### src/design/iee_pkg.sv
// Shared types, constants and decode functions of the infix expression evaluator.
// No dependencies; the divider, datapath, controller and top level import this package.
package iee_pkg;

	// Stack sizing.
	localparam int STACK_DEPTH = 64;
	localparam int ADDR_W      = $clog2(STACK_DEPTH);
	localparam int CNT_W       = $clog2(STACK_DEPTH + 1);
	localparam int DATA_W      = 32;
	localparam int OP_W        = 3;

	typedef logic [CNT_W-1:0]  cnt_t;
	typedef logic [ADDR_W-1:0] addr_t;
	typedef logic [DATA_W-1:0] word_t;
	typedef logic [OP_W-1:0]   op_t;
	typedef logic [1:0]        act_t;
	typedef logic [1:0]        err_t;

	// Operator codes held on the operator stack.
	localparam op_t OP_SENT = 3'd0;
	localparam op_t OP_ADD  = 3'd1;
	localparam op_t OP_SUB  = 3'd2;
	localparam op_t OP_MUL  = 3'd3;
	localparam op_t OP_DIV  = 3'd4;
	localparam op_t OP_LPAR = 3'd5;

	// Decisions taken against the top of the operator stack.
	localparam act_t ACT_PUSH   = 2'd0;
	localparam act_t ACT_REDUCE = 2'd1;
	localparam act_t ACT_CANCEL = 2'd2;
	localparam act_t ACT_DONE   = 2'd3;

	// Error codes.
	localparam err_t ERR_NONE      = 2'd0;
	localparam err_t ERR_UNDERFLOW = 2'd1;
	localparam err_t ERR_OVERFLOW  = 2'd2;
	localparam err_t ERR_DIV_ZERO  = 2'd3;

	// Characters.
	localparam logic [7:0] CH_PLUS  = 8'h2B;
	localparam logic [7:0] CH_MINUS = 8'h2D;
	localparam logic [7:0] CH_STAR  = 8'h2A;
	localparam logic [7:0] CH_SLASH = 8'h2F;
	localparam logic [7:0] CH_LPAR  = 8'h28;
	localparam logic [7:0] CH_RPAR  = 8'h29;
	localparam logic [7:0] CH_END   = 8'h23;
	localparam logic [7:0] CH_ZERO  = 8'h30;

	// Command bundle from the controller to the datapath.
	typedef struct packed {
		logic load_tok;
		logic push_opnd;
		logic opr_rd;
		logic opr_push;
		logic opr_pop;
		logic latch_op;
		logic rd_top;
		logic rd_second;
		logic latch_b;
		logic latch_a;
		logic alu_load;
		logic div_start;
		logic div_load;
		logic res_write;
		logic emit;
		logic set_err;
		err_t err;
	} dp_cmd_t;

	// Status bundle from the datapath to the controller.
	typedef struct packed {
		logic is_op;
		logic is_end;
		act_t act;
		logic reducible;
		logic opnd_full;
		logic opr_full;
		logic opnd_empty;
		logic op_is_div;
		logic b_zero;
		logic div_done;
		logic out_free;
	} dp_stat_t;

	// True for the characters that drive the operator stack.
	function automatic logic is_operator(input logic [7:0] c);
		logic r;
		case (c) inside
			CH_PLUS, CH_MINUS, CH_STAR, CH_SLASH, CH_LPAR, CH_RPAR, CH_END: r = 1'b1;
			default: r = 1'b0;
		endcase
		return r;
	endfunction

	// Operator code pushed for a character.
	function automatic op_t op_code(input logic [7:0] c);
		op_t r;
		case (c)
			CH_PLUS:  r = OP_ADD;
			CH_MINUS: r = OP_SUB;
			CH_STAR:  r = OP_MUL;
			CH_SLASH: r = OP_DIV;
			default:  r = OP_LPAR;
		endcase
		return r;
	endfunction

	// Precedence decision for an operator character against the top operator.
	function automatic act_t decide(input logic [7:0] c, input op_t t);
		act_t r;
		case (c) inside
			CH_PLUS, CH_MINUS:
				r = (t == OP_SENT || t == OP_LPAR) ? ACT_PUSH : ACT_REDUCE;
			CH_STAR, CH_SLASH:
				r = (t == OP_MUL || t == OP_DIV) ? ACT_REDUCE : ACT_PUSH;
			CH_LPAR:
				r = ACT_PUSH;
			CH_RPAR:
				r = (t == OP_LPAR) ? ACT_CANCEL : ACT_REDUCE;
			default:
				r = (t == OP_SENT) ? ACT_DONE : ACT_REDUCE;
		endcase
		return r;
	endfunction

endpackage

### src/design/iee_ram.sv
// Generic single-port-write, single-port-read RAM with a registered read.
// No dependencies beyond its own parameters.
module iee_ram #(
	parameter int WIDTH = 32,
	parameter int DEPTH = 64
) (
	input  logic                     clk,
	input  logic                     we,
	input  logic [$clog2(DEPTH)-1:0] waddr,
	input  logic [WIDTH-1:0]         wdata,
	input  logic                     re,
	input  logic [$clog2(DEPTH)-1:0] raddr,
	output logic [WIDTH-1:0]         rdata
);

	logic [WIDTH-1:0] mem_q [DEPTH];

	// Write port.
	always_ff @(posedge clk) begin
		if (we) begin
			mem_q[waddr] <= wdata;
		end
	end

	// Registered read; the data holds while no read is issued.
	always_ff @(posedge clk) begin
		if (re) begin
			rdata <= mem_q[raddr];
		end
	end

endmodule

### src/design/iee_divider.sv
// Iterative signed divider, one quotient bit per cycle, truncating towards zero.
// Depends on iee_pkg for the data width.
module iee_divider
	import iee_pkg::*;
(
	input  logic  clk,
	input  logic  arst_n,
	input  logic  start,
	input  word_t dividend,
	input  word_t divisor,
	output logic  done,
	output word_t quotient
);

	localparam int STEP_W = $clog2(DATA_W + 1);

	logic              busy_q;
	logic              done_q;
	logic [STEP_W-1:0] step_q;
	logic              neg_q;
	word_t             quo_q;
	word_t             rem_q;
	word_t             div_q;
	logic [DATA_W:0]   trial;
	logic [DATA_W:0]   shifted;

	// Shift in the next dividend bit and try to subtract the divisor.
	assign shifted = {rem_q, quo_q[DATA_W-1]};
	assign trial   = shifted - {1'b0, div_q};

	// Control: step counter and completion pulse.
	always_ff @(posedge clk or negedge arst_n) begin
		if (!arst_n) begin
			busy_q <= 1'b0;
			done_q <= 1'b0;
			step_q <= '0;
		end else if (start) begin
			busy_q <= 1'b1;
			done_q <= 1'b0;
			step_q <= STEP_W'(DATA_W);
		end else if (busy_q) begin
			step_q <= step_q - STEP_W'(1);
			if (step_q == STEP_W'(1)) begin
				busy_q <= 1'b0;
				done_q <= 1'b1;
			end
		end else begin
			done_q <= 1'b0;
		end
	end

	// Operands are taken as magnitudes; the sign is restored at the end.
	always_ff @(posedge clk) begin
		if (start) begin
			neg_q <= dividend[DATA_W-1] ^ divisor[DATA_W-1];
			quo_q <= dividend[DATA_W-1] ? (~dividend + word_t'(1)) : dividend;
			div_q <= divisor[DATA_W-1] ? (~divisor + word_t'(1)) : divisor;
			rem_q <= '0;
		end else if (busy_q) begin
			if (!trial[DATA_W]) begin
				rem_q <= trial[DATA_W-1:0];
				quo_q <= {quo_q[DATA_W-2:0], 1'b1};
			end else begin
				rem_q <= shifted[DATA_W-1:0];
				quo_q <= {quo_q[DATA_W-2:0], 1'b0};
			end
		end
	end

	assign done     = done_q;
	assign quotient = neg_q ? (~quo_q + word_t'(1)) : quo_q;

endmodule

### src/design/iee_datapath.sv
// Datapath of the infix expression evaluator: both stacks, operand registers,
// arithmetic, error tracking and the output register. Uses iee_pkg, iee_ram, iee_divider.
module iee_datapath
	import iee_pkg::*;
(
	input  logic       clk,
	input  logic       arst_n,
	input  logic [7:0] token_char,
	input  dp_cmd_t    cmd,
	output dp_stat_t   stat,
	input  logic       out_ready,
	output logic       out_valid,
	output word_t      out_value,
	output err_t       out_error
);

	logic [7:0] tok_q;
	op_t        op_q;
	word_t      a_q;
	word_t      b_q;
	word_t      res_q;
	cnt_t       opr_cnt_q;
	cnt_t       opnd_cnt_q;
	err_t       sticky_q;
	logic       out_valid_q;
	word_t      out_value_q;
	err_t       out_error_q;

	cnt_t       opr_cnt_m1;
	cnt_t       opnd_cnt_m1;
	cnt_t       opnd_cnt_m2;
	logic [OP_W-1:0] opr_rdata;
	word_t      opnd_rdata;
	op_t        top_op;
	logic       opnd_we;
	addr_t      opnd_waddr;
	word_t      opnd_wdata;
	word_t      alu_out;
	word_t      div_quo;
	logic       div_done;

	assign opr_cnt_m1  = opr_cnt_q - cnt_t'(1);
	assign opnd_cnt_m1 = opnd_cnt_q - cnt_t'(1);
	assign opnd_cnt_m2 = opnd_cnt_q - cnt_t'(2);

	// Operator stack; the bottom entry is the sentinel and is never stored.
	iee_ram #(
		.WIDTH(OP_W),
		.DEPTH(STACK_DEPTH)
	) u_opr_ram (
		.clk  (clk),
		.we   (cmd.opr_push),
		.waddr(opr_cnt_q[ADDR_W-1:0]),
		.wdata(op_code(tok_q)),
		.re   (cmd.opr_rd),
		.raddr(opr_cnt_m1[ADDR_W-1:0]),
		.rdata(opr_rdata)
	);

	// Operand stack: pushes of digits and write-back of reduction results.
	assign opnd_we    = cmd.push_opnd || cmd.res_write;
	assign opnd_waddr = cmd.res_write ? opnd_cnt_m2[ADDR_W-1:0] : opnd_cnt_q[ADDR_W-1:0];
	assign opnd_wdata = cmd.res_write ? res_q : (word_t'(tok_q) - word_t'(CH_ZERO));

	iee_ram #(
		.WIDTH(DATA_W),
		.DEPTH(STACK_DEPTH)
	) u_opnd_ram (
		.clk  (clk),
		.we   (opnd_we),
		.waddr(opnd_waddr),
		.wdata(opnd_wdata),
		.re   (cmd.rd_top || cmd.rd_second),
		.raddr(cmd.rd_second ? opnd_cnt_m2[ADDR_W-1:0] : opnd_cnt_m1[ADDR_W-1:0]),
		.rdata(opnd_rdata)
	);

	// Divider for the division operator.
	iee_divider u_div (
		.clk     (clk),
		.arst_n  (arst_n),
		.start   (cmd.div_start),
		.dividend(a_q),
		.divisor (b_q),
		.done    (div_done),
		.quotient(div_quo)
	);

	// Top operator: the sentinel when only the bottom entry is present.
	assign top_op = (opr_cnt_q == cnt_t'(1)) ? OP_SENT : op_t'(opr_rdata);

	// Combinational operators; division by zero yields zero here.
	always_comb begin
		case (op_q)
			OP_ADD:  alu_out = a_q + b_q;
			OP_SUB:  alu_out = a_q - b_q;
			OP_MUL:  alu_out = a_q * b_q;
			default: alu_out = '0;
		endcase
	end

	// Stack counters, error code and output register.
	always_ff @(posedge clk or negedge arst_n) begin
		if (!arst_n) begin
			opr_cnt_q   <= cnt_t'(1);
			opnd_cnt_q  <= '0;
			sticky_q    <= ERR_NONE;
			out_valid_q <= 1'b0;
		end else begin
			if (out_valid_q && out_ready) begin
				out_valid_q <= 1'b0;
			end
			if (cmd.set_err && sticky_q == ERR_NONE) begin
				sticky_q <= cmd.err;
			end
			if (cmd.push_opnd) begin
				opnd_cnt_q <= opnd_cnt_q + cnt_t'(1);
			end
			if (cmd.res_write) begin
				opnd_cnt_q <= opnd_cnt_m1;
			end
			if (cmd.opr_push) begin
				opr_cnt_q <= opr_cnt_q + cnt_t'(1);
			end
			if (cmd.opr_pop) begin
				opr_cnt_q <= opr_cnt_m1;
			end
			if (cmd.emit) begin
				out_valid_q <= 1'b1;
				opr_cnt_q   <= cnt_t'(1);
				opnd_cnt_q  <= '0;
				sticky_q    <= ERR_NONE;
			end
		end
	end

	// Payload registers.
	always_ff @(posedge clk) begin
		if (cmd.load_tok) begin
			tok_q <= token_char;
		end
		if (cmd.latch_op) begin
			op_q <= top_op;
		end
		if (cmd.latch_b) begin
			b_q <= opnd_rdata;
		end
		if (cmd.latch_a) begin
			a_q <= opnd_rdata;
		end
		if (cmd.alu_load) begin
			res_q <= alu_out;
		end
		if (cmd.div_load) begin
			res_q <= div_quo;
		end
		if (cmd.emit) begin
			out_value_q <= (opnd_cnt_q == '0) ? '0 : opnd_rdata;
			out_error_q <= sticky_q;
		end
	end

	// Status towards the controller.
	always_comb begin
		stat.is_op      = is_operator(tok_q);
		stat.is_end     = (tok_q == CH_END);
		stat.act        = decide(tok_q, top_op);
		stat.reducible  = (top_op != OP_SENT) && (top_op != OP_LPAR)
			&& (opnd_cnt_q >= cnt_t'(2));
		stat.opnd_full  = (opnd_cnt_q >= cnt_t'(STACK_DEPTH));
		stat.opr_full   = (opr_cnt_q >= cnt_t'(STACK_DEPTH));
		stat.opnd_empty = (opnd_cnt_q == '0);
		stat.op_is_div  = (op_q == OP_DIV);
		stat.b_zero     = (b_q == '0);
		stat.div_done   = div_done;
		stat.out_free   = !out_valid_q || out_ready;
	end

	assign out_valid = out_valid_q;
	assign out_value = out_value_q;
	assign out_error = out_error_q;

endmodule

### src/design/iee_ctrl.sv
// Controller state machine of the infix expression evaluator.
// Depends on iee_pkg for the command and status bundles.
module iee_ctrl
	import iee_pkg::*;
(
	input  logic     clk,
	input  logic     arst_n,
	input  logic     in_valid,
	output logic     in_ready,
	input  dp_stat_t stat,
	output dp_cmd_t  cmd
);

	localparam logic [3:0] S_IDLE     = 4'd0;
	localparam logic [3:0] S_DISPATCH = 4'd1;
	localparam logic [3:0] S_OPR_RD   = 4'd2;
	localparam logic [3:0] S_DECIDE   = 4'd3;
	localparam logic [3:0] S_RD_B     = 4'd4;
	localparam logic [3:0] S_RD_A     = 4'd5;
	localparam logic [3:0] S_EXEC     = 4'd6;
	localparam logic [3:0] S_DIV      = 4'd7;
	localparam logic [3:0] S_WRITE    = 4'd8;
	localparam logic [3:0] S_FIN_RD   = 4'd9;
	localparam logic [3:0] S_EMIT     = 4'd10;

	logic [3:0] state_q;
	logic [3:0] state_d;

	assign in_ready = (state_q == S_IDLE);

	// Next state and commands.
	always_comb begin
		state_d = state_q;
		cmd     = '0;
		cmd.err = ERR_NONE;
		unique case (state_q)
			S_IDLE: begin
				if (in_valid) begin
					cmd.load_tok = 1'b1;
					state_d      = S_DISPATCH;
				end
			end
			S_DISPATCH: begin
				if (stat.is_op) begin
					state_d = S_OPR_RD;
				end else begin
					if (stat.opnd_full) begin
						cmd.set_err = 1'b1;
						cmd.err     = ERR_OVERFLOW;
					end else begin
						cmd.push_opnd = 1'b1;
					end
					state_d = S_IDLE;
				end
			end
			S_OPR_RD: begin
				cmd.opr_rd = 1'b1;
				state_d    = S_DECIDE;
			end
			S_DECIDE: begin
				unique case (stat.act)
					ACT_PUSH: begin
						if (stat.opr_full) begin
							cmd.set_err = 1'b1;
							cmd.err     = ERR_OVERFLOW;
						end else begin
							cmd.opr_push = 1'b1;
						end
						state_d = S_IDLE;
					end
					ACT_CANCEL: begin
						cmd.opr_pop = 1'b1;
						state_d     = S_IDLE;
					end
					ACT_DONE: begin
						state_d = S_FIN_RD;
					end
					default: begin
						if (stat.reducible) begin
							cmd.opr_pop  = 1'b1;
							cmd.latch_op = 1'b1;
							cmd.rd_top   = 1'b1;
							state_d      = S_RD_B;
						end else begin
							cmd.set_err = 1'b1;
							cmd.err     = ERR_UNDERFLOW;
							state_d     = stat.is_end ? S_FIN_RD : S_IDLE;
						end
					end
				endcase
			end
			S_RD_B: begin
				cmd.latch_b   = 1'b1;
				cmd.rd_second = 1'b1;
				state_d       = S_RD_A;
			end
			S_RD_A: begin
				cmd.latch_a = 1'b1;
				state_d     = S_EXEC;
			end
			S_EXEC: begin
				if (stat.op_is_div && !stat.b_zero) begin
					cmd.div_start = 1'b1;
					state_d       = S_DIV;
				end else begin
					// Division by zero takes the zero from the combinational path.
					if (stat.op_is_div) begin
						cmd.set_err = 1'b1;
						cmd.err     = ERR_DIV_ZERO;
					end
					cmd.alu_load = 1'b1;
					state_d      = S_WRITE;
				end
			end
			S_DIV: begin
				if (stat.div_done) begin
					cmd.div_load = 1'b1;
					state_d      = S_WRITE;
				end
			end
			S_WRITE: begin
				cmd.res_write = 1'b1;
				state_d       = S_OPR_RD;
			end
			S_FIN_RD: begin
				cmd.rd_top = 1'b1;
				if (stat.opnd_empty) begin
					cmd.set_err = 1'b1;
					cmd.err     = ERR_UNDERFLOW;
				end
				state_d = S_EMIT;
			end
			S_EMIT: begin
				if (stat.out_free) begin
					cmd.emit = 1'b1;
					state_d  = S_IDLE;
				end
			end
			default: begin
				state_d = S_IDLE;
			end
		endcase
	end

	// State register.
	always_ff @(posedge clk or negedge arst_n) begin
		if (!arst_n) begin
			state_q <= S_IDLE;
		end else begin
			state_q <= state_d;
		end
	end

endmodule

### src/design/infix_expression_evaluator.sv
// Infix expression evaluator: one character per item, two stacks held in RAMs,
// an operator-precedence controller and an iterative divider. Each character is
// accepted only while the controller is idle. A digit or other non-operator
// character is pushed as an operand. An operator is checked against the top
// operator and pushed, cancelled or reduced; a reduction reads two operands and
// writes the result back, division using the one-bit-per-cycle divider. After its
// reductions the end marker '#' reads the top operand, waits while the output
// register holds an earlier result not yet taken, and loads the operand there. That
// register can hold a result while new items arrive. Both stacks are 64 entries
// deep and need no clearing after reset. Uses iee_pkg, iee_ctrl and iee_datapath.
module infix_expression_evaluator
	import iee_pkg::*;
(
	input  logic               clk,
	input  logic               arst_n,
	input  logic [7:0]         token_char,
	input  logic               in_valid,
	output logic               in_ready,
	output logic signed [31:0] result_value,
	output logic [1:0]         error_code,
	output logic               out_valid,
	input  logic               out_ready
);

	dp_cmd_t  cmd;
	dp_stat_t stat;
	word_t    out_value;
	err_t     out_error;

	// Sequencing of pushes, reductions and the end-marker result.
	iee_ctrl u_ctrl (
		.clk     (clk),
		.arst_n  (arst_n),
		.in_valid(in_valid),
		.in_ready(in_ready),
		.stat    (stat),
		.cmd     (cmd)
	);

	// Stacks, arithmetic and output register.
	iee_datapath u_dp (
		.clk       (clk),
		.arst_n    (arst_n),
		.token_char(token_char),
		.cmd       (cmd),
		.stat      (stat),
		.out_ready (out_ready),
		.out_valid (out_valid),
		.out_value (out_value),
		.out_error (out_error)
	);

	assign result_value = signed'(out_value);
	assign error_code   = out_error;

endmodule

### config.mk
export PLATFORM = sky130hd
export DESIGN_NAME = infix_expression_evaluator
export DESIGN_NICKNAME = d
export VERILOG_FILES = /design/src/design/iee_pkg.sv /design/src/design/iee_ram.sv /design/src/design/iee_divider.sv /design/src/design/iee_datapath.sv /design/src/design/iee_ctrl.sv /design/src/design/infix_expression_evaluator.sv
export SDC_FILE = /design/constraint.sdc
export NUM_CORES = 2
export LEC_CHECK = 0
export ABC_CLOCK_PERIOD_IN_PS = 21000
export BUFFER_PORTS_ARGS = -buffer_cell sky130_fd_sc_hd__clkbuf_2
export CORE_ASPECT_RATIO = 1.5
export CORE_UTILIZATION = 45
export DETAILED_ROUTE_END_ITERATION = 10
export MAX_ROUTING_LAYER = met4
export PLACE_DENSITY = 0.7
export SYNTH_ARGS = -nofsm -noshare
export SYNTH_HDL_FRONTEND = slang
export SYNTH_HIERARCHICAL = 1
export SYNTH_SLANG_ARGS = --single-unit
### constraint.sdc
create_clock -name clk -period 21 [get_ports clk]
set_clock_uncertainty 0.05 [all_clocks]
set_input_delay 2.1 -clock clk [delete_from_list [all_inputs] [get_ports clk]]
set_output_delay 2.1 -clock clk [all_outputs]
set_load 0.02 [all_outputs]
==> flow_summary.yaml <==
clocking:
  worst_setup_hold_path_clk_slew_ns: 0.07
  htree_levels: 4
  post_cts_resize_count: 0
  cts_tree: "built"
  clk_latency_ns: 0.93
  clk_root_buffer_cell: "sky130_fd_sc_hd__clkbuf_16"
  cts-hold-fix-buffers: 0
  cts_buffers: 227
  clock_sinks: 2542
  post_cts_buffers: 0
  cts_max_path_buffers: 4
synth:
  synthDominantAreaCellType: "sky130_fd_sc_hd__edfxtp_1"
  synth_mux_area_share_pct: 12.21
  synth_compound_area_share_pct: 4.453
  synth_area_per_cell_um2: 16.23
  synth_adder_area_share_pct: 8.953
  synth-seq-area-share_pct: 62.98
  post_synth_main_area_contributors: "sky130_fd_sc_hd__edfxtp_1 62%, sky130_fd_sc_hd__mux4_2 11%, sky130_fd_sc_hd__fa_1 6.8%, sky130_fd_sc_hd__ha_1 2.1%, sky130_fd_sc_hd__and2_1 1.8%"
  synth-async-reset-ratio_pct: 1.141
  netlist_area_mm2: 0.1205
  synth.ff_latch_count: 2542
  synth_simple_gate_area_share_pct: 6.295
  area_share_of_the_leading_cell_type_in_the_synthesized_netlist_pct: 61.85
  synth_enable_flop_cells: 2481
  synth_xor_xnor_area_share_pct: 1.992
  synth_cell_type_count: 100
  netlist_instances: 7423
  syn_nets: 8051
  top_reg_cell_synth: "sky130_fd_sc_hd__edfxtp_1"
  main_combinational_cell_family_by_area_after_synthesis: "multiplexers"
  yosys_warnings: 6
worst_setup_path:
  setup.worst_path.start_class: "flop"
  cp_num_buf_inv: 8
  worst_r2r_startpoint: "u_dp/a_q[0]"
  ff2ff_path_depth: 26
  cp_max_fo: 25
  crit_type: "reg2reg"
  timing.critical_path.slowest_cell_delay_ns: 0.77
  required_arrival_time_at_the_worst_endpoint_ns: 21.51
  r2r_setup_slack_ns: 12.92
  critPathSlowestCell: "sky130_fd_sc_hd__a2111oi_0"
  critical_path.top_delay_family: "adder cells"
  cp.arrival_ns: 8.59
  worst_path_most_repeated_cell: "sky130_fd_sc_hd__fa_1"
  regToRegEndpoint: "u_dp/res_q[23]"
  critical_path.endpoint_type: "flop"
floorplanning:
  placementRows: 232
  starting_density_of_the_core_pct: 45.25
  dieArea_mm2: 0.2698
  dieHeight_um: 635.7
  floorplan.io_pins: 48
  die_w_um: 424.4
  core_mm2: 0.2662
layout:
  final_cells: 11210
  final_core_util_pct: 49.98
  fillerInstances: 21630
  regMostFlops: "u_dp/u_opnd_ram/mem_q"
  largestRegisters: "u_dp/u_opnd_ram/mem_q x2048, u_dp/u_opr_ram/mem_q x192"
  area.growth.synth_to_final_pct: 10.45
  final_net_count: 8143
  register_area_mm2: 0.07587
  largest_register_ffs: 2048
  area_occupied_by_multi_input_gates_mm2: 0.04154
  drive_gt1_share_pct: 17.64
drt:
  post-route-drc-count: 0
  vias_per_cell: 5.985
  wl_mm: 320.2
  detail-route-antenna-nets: 0
  vias: 67100
  total_iterations_of_the_first_detailed_routing_run: 6
  wl_per_cell_um: 28.56
  drtIter0Drc: 7294
hold_path:
  holdCritPathClass: "reg2reg"
  min-delay-start: "u_dp/u_opnd_ram/rdata[22]"
  whs_endpoint: "u_dp/a_q[22]"
  timing.hold.worst_path_depth: 0
global_routing:
  grt_pass1_wl_mm: 469.7
  track_usage_pct: 24.53
  largest_net_degree_at_the_start_of_global_routing: 116
  antenna_found_initial: 11
  first_global_vias: 69810
  overflow: 0
sta:
  rsz0062_at_grt: "no"
  timing.final.setup_violations: 0
  max_freq_ghz: 0.1238
  post-route-period-util_pct: 38.45
  maxSlewViolCount: 0
  finalWorstSetupSlack_ns: 12.92
  relSlewSlack_pct: 14.09
  report.final.hold_viol_count: 0
  finalWorstPathRequiredPeriod_ns: 8.076
  max_slew.worst_pin.slew_ns: 1.279
  tns_ns: 0
place:
  place.detailed.instances: 10800
  place.port_buffers: 47
  place_ws_ns: 13.09
  dp_hpwl_mm: 195.0
  globalplace.congestion: 0.9499
run_status:
  run_status: "complete, no violations"
flow_run:
  maxCapViolCount: 0
==> worst register-to-register path, cell delays in order, from the launching register on <==
cell and delay [ns]:
sky130_fd_sc_hd__edfxtp_1 0.32, sky130_fd_sc_hd__buf_4 0.22, sky130_fd_sc_hd__buf_4 0.39, sky130_fd_sc_hd__nand2_1 0.16, sky130_fd_sc_hd__fa_1 0.55, sky130_fd_sc_hd__inv_1 0.06, sky130_fd_sc_hd__fa_1 0.45, sky130_fd_sc_hd__fa_1 0.55
sky130_fd_sc_hd__inv_1 0.06, sky130_fd_sc_hd__fa_1 0.53, sky130_fd_sc_hd__inv_1 0.04, sky130_fd_sc_hd__ha_1 0.28, sky130_fd_sc_hd__ha_1 0.31, sky130_fd_sc_hd__fa_1 0.54, sky130_fd_sc_hd__inv_1 0.06, sky130_fd_sc_hd__fa_1 0.54
sky130_fd_sc_hd__inv_1 0.04, sky130_fd_sc_hd__ha_1 0.35, sky130_fd_sc_hd__nand3_1 0.14, sky130_fd_sc_hd__a2111oi_0 0.77, sky130_fd_sc_hd__buf_4 0.24, sky130_fd_sc_hd__o21ai_0 0.08, sky130_fd_sc_hd__nand2b_1 0.16, sky130_fd_sc_hd__a31oi_1 0.16
sky130_fd_sc_hd__o21bai_1 0.22, sky130_fd_sc_hd__xor2_1 0.11, sky130_fd_sc_hd__a221o_1 0.34
==> logic make-up after synthesis <==
group,after synthesis
AO/OA/AOI/OAI,815
XOR/XNOR,274
adder cells (fa/ha/maj),616
buffers and inverters,928
flip-flops,2542
multiplexers,728
AND/OR/NAND/NOR,1520
==> layer usage <==
layer | share of wire, % | vias up | wire, um | global-route usage [%]
met2 | 52 | 3005 | 166300 | 42.05
met5 | 0 | - | 0 | -
met4 | 5.0 | 0 | 15910 | 10.54
met3 | 7.7 | 701 | 24540 | 3.207
met1 | 35 | 35250 | 113400 | 28.93
li1 | - | 28140 | - | -
==> synth_stat cells, types with 33 or more instances <==
library cell               instances
sky130_fd_sc_hd__ha_1            206
sky130_fd_sc_hd__nand2_1         412
sky130_fd_sc_hd__mux4_2          586
sky130_fd_sc_hd__and2_1          354
sky130_fd_sc_hd__buf_2            69
sky130_fd_sc_hd__fa_1            410
sky130_fd_sc_hd__clkbuf_1        265
sky130_fd_sc_hd__xor2_1          108
sky130_fd_sc_hd__o22ai_1          92
sky130_fd_sc_hd__a211oi_1         35
sky130_fd_sc_hd__nor2_1          387
sky130_fd_sc_hd__a21o_1           73
sky130_fd_sc_hd__mux2i_1         127
sky130_fd_sc_hd__a21oi_1         225
sky130_fd_sc_hd__nor3_1           50
sky130_fd_sc_hd__xnor2_1         166
sky130_fd_sc_hd__nor2b_1          41
sky130_fd_sc_hd__inv_1           527
sky130_fd_sc_hd__nand2b_1         52
sky130_fd_sc_hd__edfxtp_1       2481
sky130_fd_sc_hd__nand3_1          60
sky130_fd_sc_hd__o21ai_0         119
sky130_fd_sc_hd__o221ai_1         33
==> final cells by class <==
type | count | share of cell area, %
Antenna cell | 5 | 0.009404
Clock buffer | 261 | 4.380
Clock inverter | 150 | 1.131
Inverter | 528 | 1.490
Multi-Input combinational cell | 3953 | 31.22
Sequential cell | 2542 | 57.02
Tap cell | 3510 | 3.301
Timing Repair Buffer | 263 | 1.443
==> how the worst max path moves through the flow <==
stage,slack [ns],endpoint,cells past startpoint,start
6_report,12.92,u_dp/res_q[23],26,u_dp/a_q[0]
4_1_cts,12.96,u_dp/res_q[23],26,u_dp/a_q[0]
3_5_place_dp,13.09,u_dp/res_q[23],26,u_dp/a_q[0]
3_3_place_gp,13.14,u_dp/res_q[23],26,u_dp/a_q[0]
2_1_floorplan,13.52,u_dp/res_q[31],27,u_dp/a_q[12]
5_1_grt,12.53,u_dp/res_q[23],26,u_dp/a_q[0]
==> through the flow <==
step / area [um2] / hold slack [ns]
after floorplan: 120500 / 0.3749
after detailed placement: 125700 / 0.4189
after global placement: 125700 / 0.3991
after global routing: 133000 / 0.3706
final: 133100 / 0.3402
after CTS: 133000 / 0.3508
==> layout by cell type, fill, tap and decap left out, types with 52 or more instances in the layout <==
| master | instances |
|---|---|
| sky130_fd_sc_hd__edfxtp_1 | 2481 |
| sky130_fd_sc_hd__mux4_2 | 586 |
| sky130_fd_sc_hd__inv_1 | 525 |
| sky130_fd_sc_hd__nand2_1 | 411 |
| sky130_fd_sc_hd__fa_1 | 410 |
| sky130_fd_sc_hd__and2_1 | 354 |
| sky130_fd_sc_hd__nor2_1 | 322 |
| sky130_fd_sc_hd__clkbuf_16 | 227 |
| sky130_fd_sc_hd__a21oi_1 | 224 |
| sky130_fd_sc_hd__buf_4 | 211 |
| sky130_fd_sc_hd__ha_1 | 206 |
| sky130_fd_sc_hd__xnor2_1 | 163 |
| sky130_fd_sc_hd__mux2i_1 | 126 |
| sky130_fd_sc_hd__o21ai_0 | 113 |
| sky130_fd_sc_hd__xor2_1 | 106 |
| sky130_fd_sc_hd__o22ai_1 | 92 |
| sky130_fd_sc_hd__nor2_4 | 65 |
| sky130_fd_sc_hd__nand3_1 | 59 |
| sky130_fd_sc_hd__nand2b_1 | 52 |
Power is left out: the tool's default activity adds up to more than one toggle a clock period on the data nets, which glitch-free logic cannot reach.
